<file path="src/sv/mtg_pkg.sv">
`default_nettype none
package mtg_pkg;

  localparam int unsigned STATE_WORDS = 624;
  localparam int unsigned TWIST_SHIFT = 397;
  localparam int unsigned WORD_W      = 32;
  localparam int unsigned IDX_W       = $clog2(STATE_WORDS);

  localparam logic [WORD_W-1:0] INIT_MULT  = 32'd1812433253;
  localparam logic [WORD_W-1:0] TWIST_MAG  = 32'h9908B0DF;
  localparam logic [WORD_W-1:0] UPPER_MASK = 32'h80000000;
  localparam logic [WORD_W-1:0] LOWER_MASK = 32'h7FFFFFFF;
  localparam logic [WORD_W-1:0] TEMPER_B   = 32'h9D2C5680;
  localparam logic [WORD_W-1:0] TEMPER_C   = 32'hEFC60000;

  typedef logic [WORD_W-1:0] word_t;

  // item codes
  localparam logic MODE_SEED = 1'b0;
  localparam logic MODE_NEXT = 1'b1;

  function automatic word_t twist_word(word_t cur, word_t nxt, word_t far);
    word_t y;
    word_t v;
    y = (cur & UPPER_MASK) | (nxt & LOWER_MASK);
    v = far ^ (y >> 1);
    if (y[0]) begin
      v = v ^ TWIST_MAG;
    end
    return v;
  endfunction

  function automatic word_t temper(word_t w);
    word_t y;
    y = w;
    y = y ^ (y >> 11);
    y = y ^ ((y << 7) & TEMPER_B);
    y = y ^ ((y << 15) & TEMPER_C);
    y = y ^ (y >> 18);
    return y;
  endfunction

endpackage
`default_nettype wire

</file>
<file path="src/sv/mtg_cell.sv">
`default_nettype none
// One word of the state ring; takes its neighbour's word on each shift.
module mtg_cell import mtg_pkg::*; (
  input  wire   clk,
  input  wire   shift,
  input  word_t d,
  output word_t q
);

  word_t word;

  always_ff @(posedge clk) begin
    if (shift) begin
      word <= d;
    end
  end

  assign q = word;

endmodule
`default_nettype wire

</file>
<file path="config.mk">
export PLATFORM = sky130hd
export DESIGN_NAME = mtg_cell
export DESIGN_NICKNAME = d
export VERILOG_FILES = /design/src/sv/mtg_pkg.sv /design/src/sv/mtg_cell.sv
export SDC_FILE = /design/constraint.sdc
export NUM_CORES = 1
export LEC_CHECK = 0
export BUFFER_PORTS_ARGS = -buffer_cell sky130_fd_sc_hd__buf_4
export CELL_PAD_IN_SITES_DETAIL_PLACEMENT = 1
export CELL_PAD_IN_SITES_GLOBAL_PLACEMENT = 2
export CORE_ASPECT_RATIO = 1.4
export CORE_MARGIN = 10
export CORE_UTILIZATION = 26
export DETAILED_ROUTE_END_ITERATION = 7
export MAX_ROUTING_LAYER = met4
export PLACE_DENSITY = 0.76
export SLEW_MARGIN = 10
export SYNTH_ARGS = -nofsm -noshare
export SYNTH_HDL_FRONTEND = slang
export SYNTH_SLANG_ARGS = --single-unit
</file>
<file path="constraint.sdc">
create_clock -name clk -period 0.8 [get_ports clk]
set_input_delay 0.04 -clock clk [delete_from_list [all_inputs] [get_ports clk]]
set_output_delay 0.04 -clock clk [all_outputs]
set_load 0.02 [all_outputs]
</file>
==> impl_metrics.toml <==
[timing]
min_period_ns = 0.879
max_freq_ghz = 1.14
slew_headroom = 0.905
finalSetupViolations = 32
tightest_slew_ns = 0.142
finalWorstSetupSlack_ns = -0.0792
report.final.hold_viol_count = 0
fin_crit_sh = 1.10
finalMaxSlewViolations = 0
hold_ws_ns = 0.0753
grt_setup_unrepaired = "yes"

[global_route]
grt_max_degree = 15
grt_pass1_wl_mm = 4.52
grt_overflow = 0
antenna_found_initial = 0
grt_pass1_vias = 870
grt_usage = 0.0948

[place]
dpl_cell_area_sq_mm = 0.00154
post-place-cells = 141
place_congestion = 0.634
port_buffers = 65

[detailed_routing]
routed_wl_mm = 2.96
drt_iter0_drc = 5
drt_pre_antenna_iters = 2
drc = 0
vias = 715
vias_per_cell = 3.95
drtAntennaViolNets = 0
wl_per_cell_um = 16.3

[synthesis]
synth_compound_area_frac = 0
synth-adder-area-share = 0
synth-seq-area-share = 1.00
syn_nets = 66
synth.area.mux_share = 0
ys_ff_latch = 32
synth_cells = 32
synth_cell_type_count = 1
yosysWarnings = 0
synth-simple-area-share = 0
avgSynthCellArea_sq_um = 30.0
synth_area_sq_um = 961
synth_xor_area_frac = 0

[clock_tree]
cts_buffers = 5
cts_tree = "done"
root_buffer = "clkbuf_8"
cts.sinks = 32
cts_buffer_depth = 2
clkTransAtPathRegs_ns = 0.07
h-tree-depth = 2

[finish]
largest_reg_flops = 32
fin_nets = 172
drive_gt1_frac = 0.540
num-multi-input-gates = 0
layout_commonest_cell = "buf_4"
nFillCells = 331
fin_cells = 181
antennaDiodeCount = 0
multi_input_area_sq_um = 0
area_growth_pct = 118
design_area_sq_mm = 0.00209
final_cell_mix = "buf_4 (33), dlygate4sd3_1 (32), buf_6 (32), edfxtp_1 (32), clkbuf_8 (5)"

[run_status]
violations = "setup timing"
outcome = "finished, violations left"

[die]
core-area_sq_mm = 0.00361
io_pins = 66
rows = 26
die_area_sq_mm = 0.00656
start_util = 0.266
die_width_um = 71.4
die_h_um = 91.9

[setup_path]
worst_setup_path_end_kind = "output pin"
cp.depth = 1
worstPathCellList = "buf_6"
path_buf_inv = 1
critPathRequiredTime_ns = 0.76
cp_data_arrival_time_ns = 0.84
cp_max_fo = 1
crit_path_start_kind = "flop"
slowest_stage = "edfxtp_1"
crit_family = "flip-flops"
worst-setup-path-type = "flop to output pin"
cpPeakStageDelay_ns = 0.40

[power_and_ir_drop]
p_per_area_mw_per_mm2 = 2050
irDropWorstVdd_mv = 1.49
p_total_mw = 4.30
p_leak_nw = 0.872

[worst_hold_path]
hold-path-cell-count = 1
hold_path.class = "primary input to flop"

[run]
maxCapViolCount = 0
[metrics by stage]
step	setup slack, ns	setup TNS, ns	util
after global routing	-0.107	-2.63	0.580
after floorplan	0.311	0	-
after CTS	-0.102	-2.01	0.580
after global placement	0.129	0	0.427
after detailed placement	0.113	0	0.427
final	-0.0792	-1.52	0.580
[worst paths after layout]
check / to / slack (ns) / from
max: q[10] / -0.08 / q[10]
min: q[19] / 0.08 / shift
[kinds of logic (layout without fill, tap and decap cells)]
group	count (synthesis)	in the layout
flip-flops	32	32
buffers and inverters	0	107
[cell usage after synthesis (all sizes together)]
library cell / instances / area (sq um)
edfxtp: 32 / 961
[repair_timing]
action,in CTS,in global routing
gates cloned,0,0
hold buffers,32,0
pin swaps,0,0
resized for setup,32,0
buffers inserted,0,0
setup endpoints to repair,32,32
endpoints found under the hold margin,32,0
[power breakdown]
| part | switching [mW] | leakage, nW | internal, mW |
|---|---|---|---|
| Clock | 0.573 | 0.0541 | 0.920 |
| Combinational | 0.305 | 0.505 | 0.450 |
| Sequential | 0.0575 | 0.313 | 2.00 |
| Total | 0.935 | 0.872 | 3.37 |
[area by class of cell]
cell class | instances | area (sq um) | share of cell area
clock buffer | 5 | 68.8 | 0.0329
clock inverter | 3 | 42.5 | 0.0203
sequential | 32 | 961 | 0.459
tap | 42 | 52.6 | 0.0251
timing repair buffer | 99 | 968 | 0.463
[layer usage]
layer,track usage,share of wire
met2,0.166,0.57
met4,0.0485,0.019
met3,0.0561,0.11
met1,0.0740,0.31
met5,-,0
No activity file was read; power rests on OpenSTA's default activity.
